## config.mk

```make
export PLATFORM = sky130hd
export DESIGN_NAME = sliding_window_average_core
export DESIGN_NICKNAME = d
export VERILOG_FILES = /design/src/hw/rtl/swa_pkg.sv /design/src/hw/rtl/swa_ctrl.sv /design/src/hw/rtl/swa_dpath.sv /design/src/hw/rtl/sliding_window_average_core.sv
export SDC_FILE = /design/constraint.sdc
export NUM_CORES = 1
export LEC_CHECK = 0
export BUFFER_PORTS_ARGS = -buffer_cell sky130_fd_sc_hd__buf_2
export CORE_MARGIN = 1.5
export CORE_UTILIZATION = 56
export CTS_CLUSTER_DIAMETER = 30
export CTS_CLUSTER_SIZE = 8
export DETAILED_ROUTE_END_ITERATION = 8
export PLACE_DENSITY = 0.76
export SKIP_CTS_REPAIR_TIMING = 1
export SLEW_MARGIN = 10
export SYNTH_ARGS = -nofsm -noshare
export SYNTH_HDL_FRONTEND = slang
export SYNTH_SLANG_ARGS = --single-unit
```

## constraint.sdc

```tcl
create_clock -name clk -period 5.5 [get_ports clk]
set_input_delay 0.825 -clock clk [delete_from_list [all_inputs] [get_ports clk]]
set_output_delay 0.825 -clock clk [all_outputs]
set_load 0.02 [all_outputs]
```

## src/hw/rtl/swa_pkg.sv

```systemverilog
`timescale 1ns / 1ps

package swa_pkg;

  // Fixed field widths of the request and result.
  localparam int CNT_W  = 7;
  localparam int AVG_W  = 24;
  localparam int FRAC_W = 8;

  // Configuration port geometry.
  localparam int PADDR_W = 3;
  localparam int PDATA_W = 32;
  localparam int REG_IDX_W = PADDR_W - 2;

  // Register indexes.
  localparam logic [REG_IDX_W-1:0] REG_WINDOW_LENGTH = '0;

  // Reset value of the window length register.
  localparam logic [CNT_W-1:0] WINDOW_LENGTH_RESET = CNT_W'(1);

  // Controller states.
  typedef enum logic [2:0] {
    ST_IDLE,
    ST_READ,
    ST_UPDATE,
    ST_DIVIDE,
    ST_DONE
  } ctrl_state_t;

  // Commands from the controller to the datapath.
  typedef struct packed {
    logic load_in;
    logic read_ring;
    logic update;
    logic div_step;
    logic load_out;
  } dp_cmd_t;

  // Status from the datapath to the controller.
  typedef struct packed {
    logic div_last;
  } dp_status_t;

endpackage

```

## src/hw/rtl/swa_ctrl.sv

```systemverilog
`timescale 1ns / 1ps

module swa_ctrl (
  input  logic                  clk,
  input  logic                  rst,
  input  logic                  in_valid,
  output logic                  in_stall,
  output logic                  out_valid,
  input  logic                  out_stall,
  input  swa_pkg::dp_status_t   status,
  output swa_pkg::dp_cmd_t      cmd
);
  import swa_pkg::*;

  ctrl_state_t state;
  ctrl_state_t state_next;
  logic        out_free;

  // The output register can take a new result when empty or being drained.
  assign out_free = !out_valid || !out_stall;

  // State register and output valid flag.
  always_ff @(posedge clk) begin
    if (rst) begin
      state     <= ST_IDLE;
      out_valid <= 1'b0;
    end else begin
      state <= state_next;
      if (cmd.load_out) begin
        out_valid <= 1'b1;
      end else if (!out_stall) begin
        out_valid <= 1'b0;
      end
    end
  end

  // Next state.
  always_comb begin
    state_next = state;
    case (state)
      ST_IDLE: begin
        if (in_valid) begin
          state_next = ST_READ;
        end
      end
      ST_READ:   state_next = ST_UPDATE;
      ST_UPDATE: state_next = ST_DIVIDE;
      ST_DIVIDE: begin
        if (status.div_last) begin
          state_next = ST_DONE;
        end
      end
      ST_DONE: begin
        if (out_free) begin
          state_next = ST_IDLE;
        end
      end
      default: state_next = ST_IDLE;
    endcase
  end

  // Commands and input handshake.
  always_comb begin
    cmd      = '0;
    in_stall = 1'b1;
    case (state)
      ST_IDLE: begin
        in_stall    = 1'b0;
        cmd.load_in = in_valid;
      end
      ST_READ:   cmd.read_ring = 1'b1;
      ST_UPDATE: cmd.update    = 1'b1;
      ST_DIVIDE: cmd.div_step  = 1'b1;
      ST_DONE:   cmd.load_out  = out_free;
      default:   cmd = '0;
    endcase
  end

endmodule

```

## src/hw/rtl/swa_dpath.sv

```systemverilog
`timescale 1ns / 1ps

module swa_dpath #(
  parameter int WINDOW_MAX  = 64,
  parameter int SAMPLE_BITS = 16
) (
  input  logic                              clk,
  input  logic                              rst,
  input  swa_pkg::dp_cmd_t                  cmd,
  output swa_pkg::dp_status_t               status,
  input  logic                              cfg_wr,
  input  logic [swa_pkg::CNT_W-1:0]         cfg_data,
  output logic [swa_pkg::CNT_W-1:0]         window_length,
  input  logic signed [SAMPLE_BITS-1:0]     sample,
  output logic signed [swa_pkg::AVG_W-1:0]  average,
  output logic [swa_pkg::CNT_W-1:0]         samples_held
);
  import swa_pkg::*;

  localparam int AW     = (WINDOW_MAX > 1) ? $clog2(WINDOW_MAX) : 1;
  localparam int SUM_W  = SAMPLE_BITS + CNT_W;
  localparam int DIV_W  = SUM_W + FRAC_W;
  localparam int STEP_W = $clog2(DIV_W);

  // Architectural state.
  logic signed [SAMPLE_BITS-1:0] ring [WINDOW_MAX];
  logic [AW-1:0]                 wpos;
  logic [CNT_W-1:0]              held;
  logic signed [SUM_W-1:0]       sum;

  // Per-request working registers.
  logic signed [SAMPLE_BITS-1:0] smp;
  logic signed [SAMPLE_BITS-1:0] old_smp;
  logic [AW-1:0]                 pos;
  logic                          full;
  logic                          neg;
  logic [DIV_W-1:0]              quo;
  logic [CNT_W:0]                rem;
  logic [CNT_W-1:0]              divisor;
  logic [STEP_W-1:0]             step;

  logic [CNT_W-1:0]              win;
  logic [CNT_W-1:0]              win_raw;
  logic [AW-1:0]                 pos_eff;
  logic [AW-1:0]                 pos_inc;
  logic signed [SUM_W-1:0]       sum_next;
  logic [SUM_W-1:0]              mag;
  logic [CNT_W-1:0]              held_next;
  logic [CNT_W:0]                rem_shift;
  logic                          rem_ge;
  logic [DIV_W:0]                q_signed;

  // Effective window: zero acts as one, and the length saturates at the ring depth.
  always_comb begin
    win_raw = (window_length == '0) ? CNT_W'(1) : window_length;
    win     = (int'(win_raw) > WINDOW_MAX) ? CNT_W'(WINDOW_MAX) : win_raw;
  end

  // Slot for this request and the slot after it, both wrapped at the window.
  always_comb begin
    pos_eff = (int'(wpos) >= int'(win)) ? '0 : wpos;
    pos_inc = (int'(pos) + 1 >= int'(win)) ? '0 : AW'(int'(pos) + 1);
  end

  // New running sum, dropping the oldest sample once the window is full.
  always_comb begin
    sum_next = sum + SUM_W'(smp);
    if (full) begin
      sum_next = sum_next - SUM_W'(old_smp);
    end
    mag       = sum_next[SUM_W-1] ? SUM_W'(-sum_next) : SUM_W'(sum_next);
    held_next = full ? win : held + CNT_W'(1);
  end

  // One restoring division step per cycle.
  always_comb begin
    rem_shift     = {rem[CNT_W-1:0], quo[DIV_W-1]};
    rem_ge        = rem_shift >= {1'b0, divisor};
    status.div_last = (step == '0);
    q_signed      = neg ? -{1'b0, quo} : {1'b0, quo};
  end

  // Sample ring: one write and one registered read.
  always_ff @(posedge clk) begin
    if (cmd.read_ring) begin
      old_smp <= ring[pos];
    end
    if (cmd.update) begin
      ring[pos] <= smp;
    end
  end

  // Window state and configuration register.
  always_ff @(posedge clk) begin
    if (rst) begin
      window_length <= WINDOW_LENGTH_RESET;
      wpos          <= '0;
      held          <= '0;
      sum           <= '0;
    end else if (cfg_wr) begin
      window_length <= cfg_data;
      wpos          <= '0;
      held          <= '0;
      sum           <= '0;
    end else if (cmd.update) begin
      wpos <= pos_inc;
      held <= held_next;
      sum  <= sum_next;
    end
  end

  // Request capture, divider and result register.
  always_ff @(posedge clk) begin
    if (cmd.load_in) begin
      smp  <= sample;
      pos  <= pos_eff;
      full <= held >= win;
    end
    if (cmd.update) begin
      neg     <= sum_next[SUM_W-1];
      quo     <= {mag, FRAC_W'(0)};
      rem     <= '0;
      divisor <= held_next;
      step    <= STEP_W'(DIV_W - 1);
    end
    if (cmd.div_step) begin
      quo  <= {quo[DIV_W-2:0], rem_ge};
      rem  <= rem_ge ? rem_shift - {1'b0, divisor} : rem_shift;
      step <= step - STEP_W'(1);
    end
    if (cmd.load_out) begin
      average      <= AVG_W'($signed(q_signed));
      samples_held <= divisor;
    end
  end

endmodule

```

## src/hw/rtl/sliding_window_average_core.sv

```systemverilog
`timescale 1ns / 1ps
// A request passes through the read, update, divide and done states; the
// radix-2 restoring divider gives one quotient bit a cycle.
// A new request is taken only once the previous result has reached the output register.
// A finished result waits in the output register while the next request runs.
// Synchronous active-high reset empties the window and sets window_length to 1.

module sliding_window_average_core #(
  parameter int WINDOW_MAX  = 64,
  parameter int SAMPLE_BITS = 16
) (
  input  logic                                clk,
  input  logic                                rst,
  input  logic                                psel,
  input  logic                                penable,
  input  logic                                pwrite,
  input  logic [swa_pkg::PADDR_W-1:0]         paddr,
  input  logic [swa_pkg::PDATA_W-1:0]         pwdata,
  output logic [swa_pkg::PDATA_W-1:0]         prdata,
  output logic                                pready,
  input  logic                                in_valid,
  output logic                                in_stall,
  input  logic signed [SAMPLE_BITS-1:0]       sample,
  output logic                                out_valid,
  input  logic                                out_stall,
  output logic signed [swa_pkg::AVG_W-1:0]    average,
  output logic [swa_pkg::CNT_W-1:0]           samples_held
);
  import swa_pkg::*;

  dp_cmd_t          cmd;
  dp_status_t       status;
  logic             cfg_hit;
  logic             cfg_wr;
  logic [CNT_W-1:0] window_length;

  // Register decode; a write lands in the access phase.
  assign pready  = 1'b1;
  assign cfg_hit = paddr[PADDR_W-1:2] == REG_WINDOW_LENGTH;
  assign cfg_wr  = psel && penable && pwrite && pready && cfg_hit;
  assign prdata  = cfg_hit ? PDATA_W'(window_length) : '0;

  swa_ctrl u_ctrl (
    .clk       (clk),
    .rst       (rst),
    .in_valid  (in_valid),
    .in_stall  (in_stall),
    .out_valid (out_valid),
    .out_stall (out_stall),
    .status    (status),
    .cmd       (cmd)
  );

  swa_dpath #(
    .WINDOW_MAX  (WINDOW_MAX),
    .SAMPLE_BITS (SAMPLE_BITS)
  ) u_dpath (
    .clk           (clk),
    .rst           (rst),
    .cmd           (cmd),
    .status        (status),
    .cfg_wr        (cfg_wr),
    .cfg_data      (pwdata[CNT_W-1:0]),
    .window_length (window_length),
    .sample        (sample),
    .average       (average),
    .samples_held  (samples_held)
  );

endmodule

```

==> results.cfg <==
[drt]
wl_per_cell_um = 28.9
routed_wl_um = 135000
ant_nets = 0
vias = 31500
vias_per_cell = 6.75
firstDrtPassIters = 6
post-route-drc-count = 0
drtIter0Drc = 4272

[clock_network]
cts_tree = done
numCtsBuffers = 209
clock_path_buffers = 3
path_clk_slew_ns = 0.05
cts_max_level = 4
clk-insertion-delay-late_ns = 0.83
cts_sinks = 1192
clockRootBuffer = clkbuf_16

[timing]
clock_skew_ns = 0.0830
worst_slew_pin_slew_ns = 1.31
fmax_ghz = 0.188
finalCriticalPeriod_ns = 5.31
finalSetupViolCount = 0
hold_viol = 0
timing.slew.headroom_pct = 11.9
timing.final.crit_share_pct = 96.6
slew_violations = 0
whs_ns = 0.175

[final_layout]
nFillCells = 5432
syn_to_final_growth_pct = 18.9
layout_commonest_cell = edfxtp_1
fin_nets = 3531
drive_gt1_share_pct = 16.8
mostFrequentLayoutCells = edfxtp_1 (1145), a22oi_1 (425), clkbuf_16 (209), nor2_1 (179), buf_4 (161)
final_cells = 4672

[global_route]
grt_first_pass_wirelength_um = 197000
track_usage_pct = 30.8
overflow = 0
grt_pass1_vias = 31000
antenna_found_initial = 6
grt_start_max_net_pins = 68

[yosys]
async_reset_ff_share_pct = 0
synth_top_cells_by_area = edfxtp_1 (72%), a22oi_1 (6.6%), ha_1 (2.0%), dfxtp_1 (2.0%), nor2_1 (1.4%)
yosysUniqueCellTypes = 90
syn_area_per_cell_um2 = 15.4
synth_ff_type = edfxtp_1
synth_edf_count = 1145
syn_inst = 3128
netlist.area_leader.share_pct = 71.6
synth_top_area_cell = edfxtp_1
yosys_warnings = 0
synth_seq_cells = 1192
synth-seq-area-share_pct = 73.5
syn-cell-area_um2 = 48000

[floorplanning]
die_x_um = 296
die_h_um = 296
initial_core_util_pct = 56.4
core_area_um2 = 85100
dieArea_um2 = 87600
io_pins = 124
rows = 107

[pwr]
total_leakage_power_nw = 18.9
power.density_nw_per_um2 = 437
vdd_drop_max_mv = 0.360

[place]
dp.cells = 4325
hpwl_um = 76800
place.gp.congestion = 0.889
io_buffers = 70

[worst_setup_path]
path_buf_inv = 3
cp_cell_sequence = ha_1 -> a21o_1 -> a41o_1 -> o31ai_4 -> a221o_1 -> nand2_1 -> a31o_2 -> xor2_1 -> ha_1 -> nand2_1 -> or3_4 -> o2111ai_1 -> nand4b_1 -> a211oi_2 -> xnor2_1 -> buf_4 -> inv_1 -> buf_4 -> and3_1 -> o31ai_2
ff2ff_path_depth = 20
cp-startpoint = u_dpath.smp[1]
slowest_stage = edfxtp_1
worstSetupStartpointType = flop
cp.depth = 20
end_kind = flop
crit_family = compound AO/OA/AOI/OAI gates
crit_end = u_dpath.quo[29]
worst-r2r-setup-slack_ns = 0.19
critPathArrivalTime_ns = 5.90
worstPathRequired_ns = 6.09
cpPeakStageDelay_ns = 0.47
cp_max_fo = 25
worstSetupPathType = flop to flop
r2r-start = u_dpath.smp[1]
r2r-end = u_dpath.quo[29]

[run_status]
outcome = finished clean

[worst_hold_path]
hold_class = input port to flop

[run]
max_cap_violations = 0
## area by class of cell
| class | count | area (µm²) | share of cell area (%) |
|---|---|---|---|
| multi-input combinational | 1693 | 11800 | 20.6 |
| timing repair buffer | 242 | 1780 | 3.11 |
| clock buffer | 247 | 5380 | 9.42 |
| clock inverter | 97 | 1250 | 2.18 |
| sequential | 1192 | 35300 | 61.8 |
| tap | 1144 | 1430 | 2.50 |
| antenna | 1 | 2.50 | 0.00438 |
| inverter | 56 | 210 | 0.368 |
## power by group
part / leakage, nW / switching [W] / internal [W]
clock: 3.16 / 0.00439 / 0.00769
sequential: 10.7 / 0.000107 / 0.0102
combinational: 5.00 / 0.00171 / 0.000882
## Yosys cell counts, drive strengths merged, types with 20 or more instances
cell type / n
xnor2: 45
nand2: 121
a22oi: 426
a22o: 48
ha: 76
nand4: 33
clkbuf: 126
o31ai: 20
dfxtp: 47
a41oi: 61
edfxtp: 1145
buf: 84
a31oi: 55
nor4: 24
a21oi: 104
nor2: 183
nand3: 31
inv: 56
nor2b: 28
a221oi: 48
a211oi: 30
nor3: 45
o21ai: 60
## flip-flops by register name (all words and copies together), names as in the netlist, 7 cells and up
| signal | flops |
|---|---|
| u_dpath.average | 24 |
| u_dpath.sum | 23 |
| u_dpath.window_length | 7 |
| u_dpath.old_smp | 16 |
| u_dpath.divisor | 7 |
| u_dpath.rem | 7 |
| u_dpath.ring | 1024 |
| u_dpath.smp | 16 |
| u_dpath.held | 7 |
| u_dpath.quo | 31 |
| u_dpath.samples_held | 7 |
## how the worst min path moves through the flow
stage | from | slack [ns] | end | depth (start not counted)
floorplan | u_dpath.divisor[2] | 0.43 | u_dpath.samples_held[2] | 0
global placement | u_dpath.sum[11] | 0.46 | u_dpath.sum[11] | 2
detailed placement | u_dpath.sum[11] | 0.47 | u_dpath.sum[11] | 2
CTS | sample[15] | 0.15 | u_dpath.smp[15] | 1
global route | sample[11] | 0.17 | u_dpath.smp[11] | 1
finish | sample[15] | 0.18 | u_dpath.smp[15] | 1
## stage by stage
stage	setup TNS, ns	area, µm²	worst slack, ns	utilization (%)	power [W]
6_report	0	57100	0.189	67.1	0.0250
5_1_grt	-0.0108	57100	-0.0108	67.1	0.0256
4_1_cts	-0.00109	57100	-0.00109	67.0	0.0250
3_5_place_dp	0	50400	0.131	59.2	0.0130
3_3_place_gp	0	50400	0.175	59.2	0.0129
2_1_floorplan	0	48100	0.0638	-	0.0121
## kinds of logic (layout without fill, tap and decap cells)
| logic type | count (synthesis) | in the layout | synth area share (%) |
|---|---|---|---|
| flops | 1192 | 1192 | 73.5 |
| simple gates | 576 | 576 | 6.02 |
| compound gates | 933 | 933 | 14.3 |
| fa+ha+maj | 79 | 79 | 2.10 |
| buf+inv | 267 | 642 | 2.51 |
| mux | 20 | 20 | 0.432 |
| other cells | 2 | 27 | 0.0156 |
| xor+xnor | 59 | 59 | 1.08 |
## metal layers
metal	routed length, µm	vias up	GRT usage [%]
met2	64200	2414	48.8
li1	-	13200	-
met3	15800	420	6.89
met4	7020	8	17.0
met1	47900	15500	39.8
met5	49	-	0
Power figures use the tool's default switching activity.
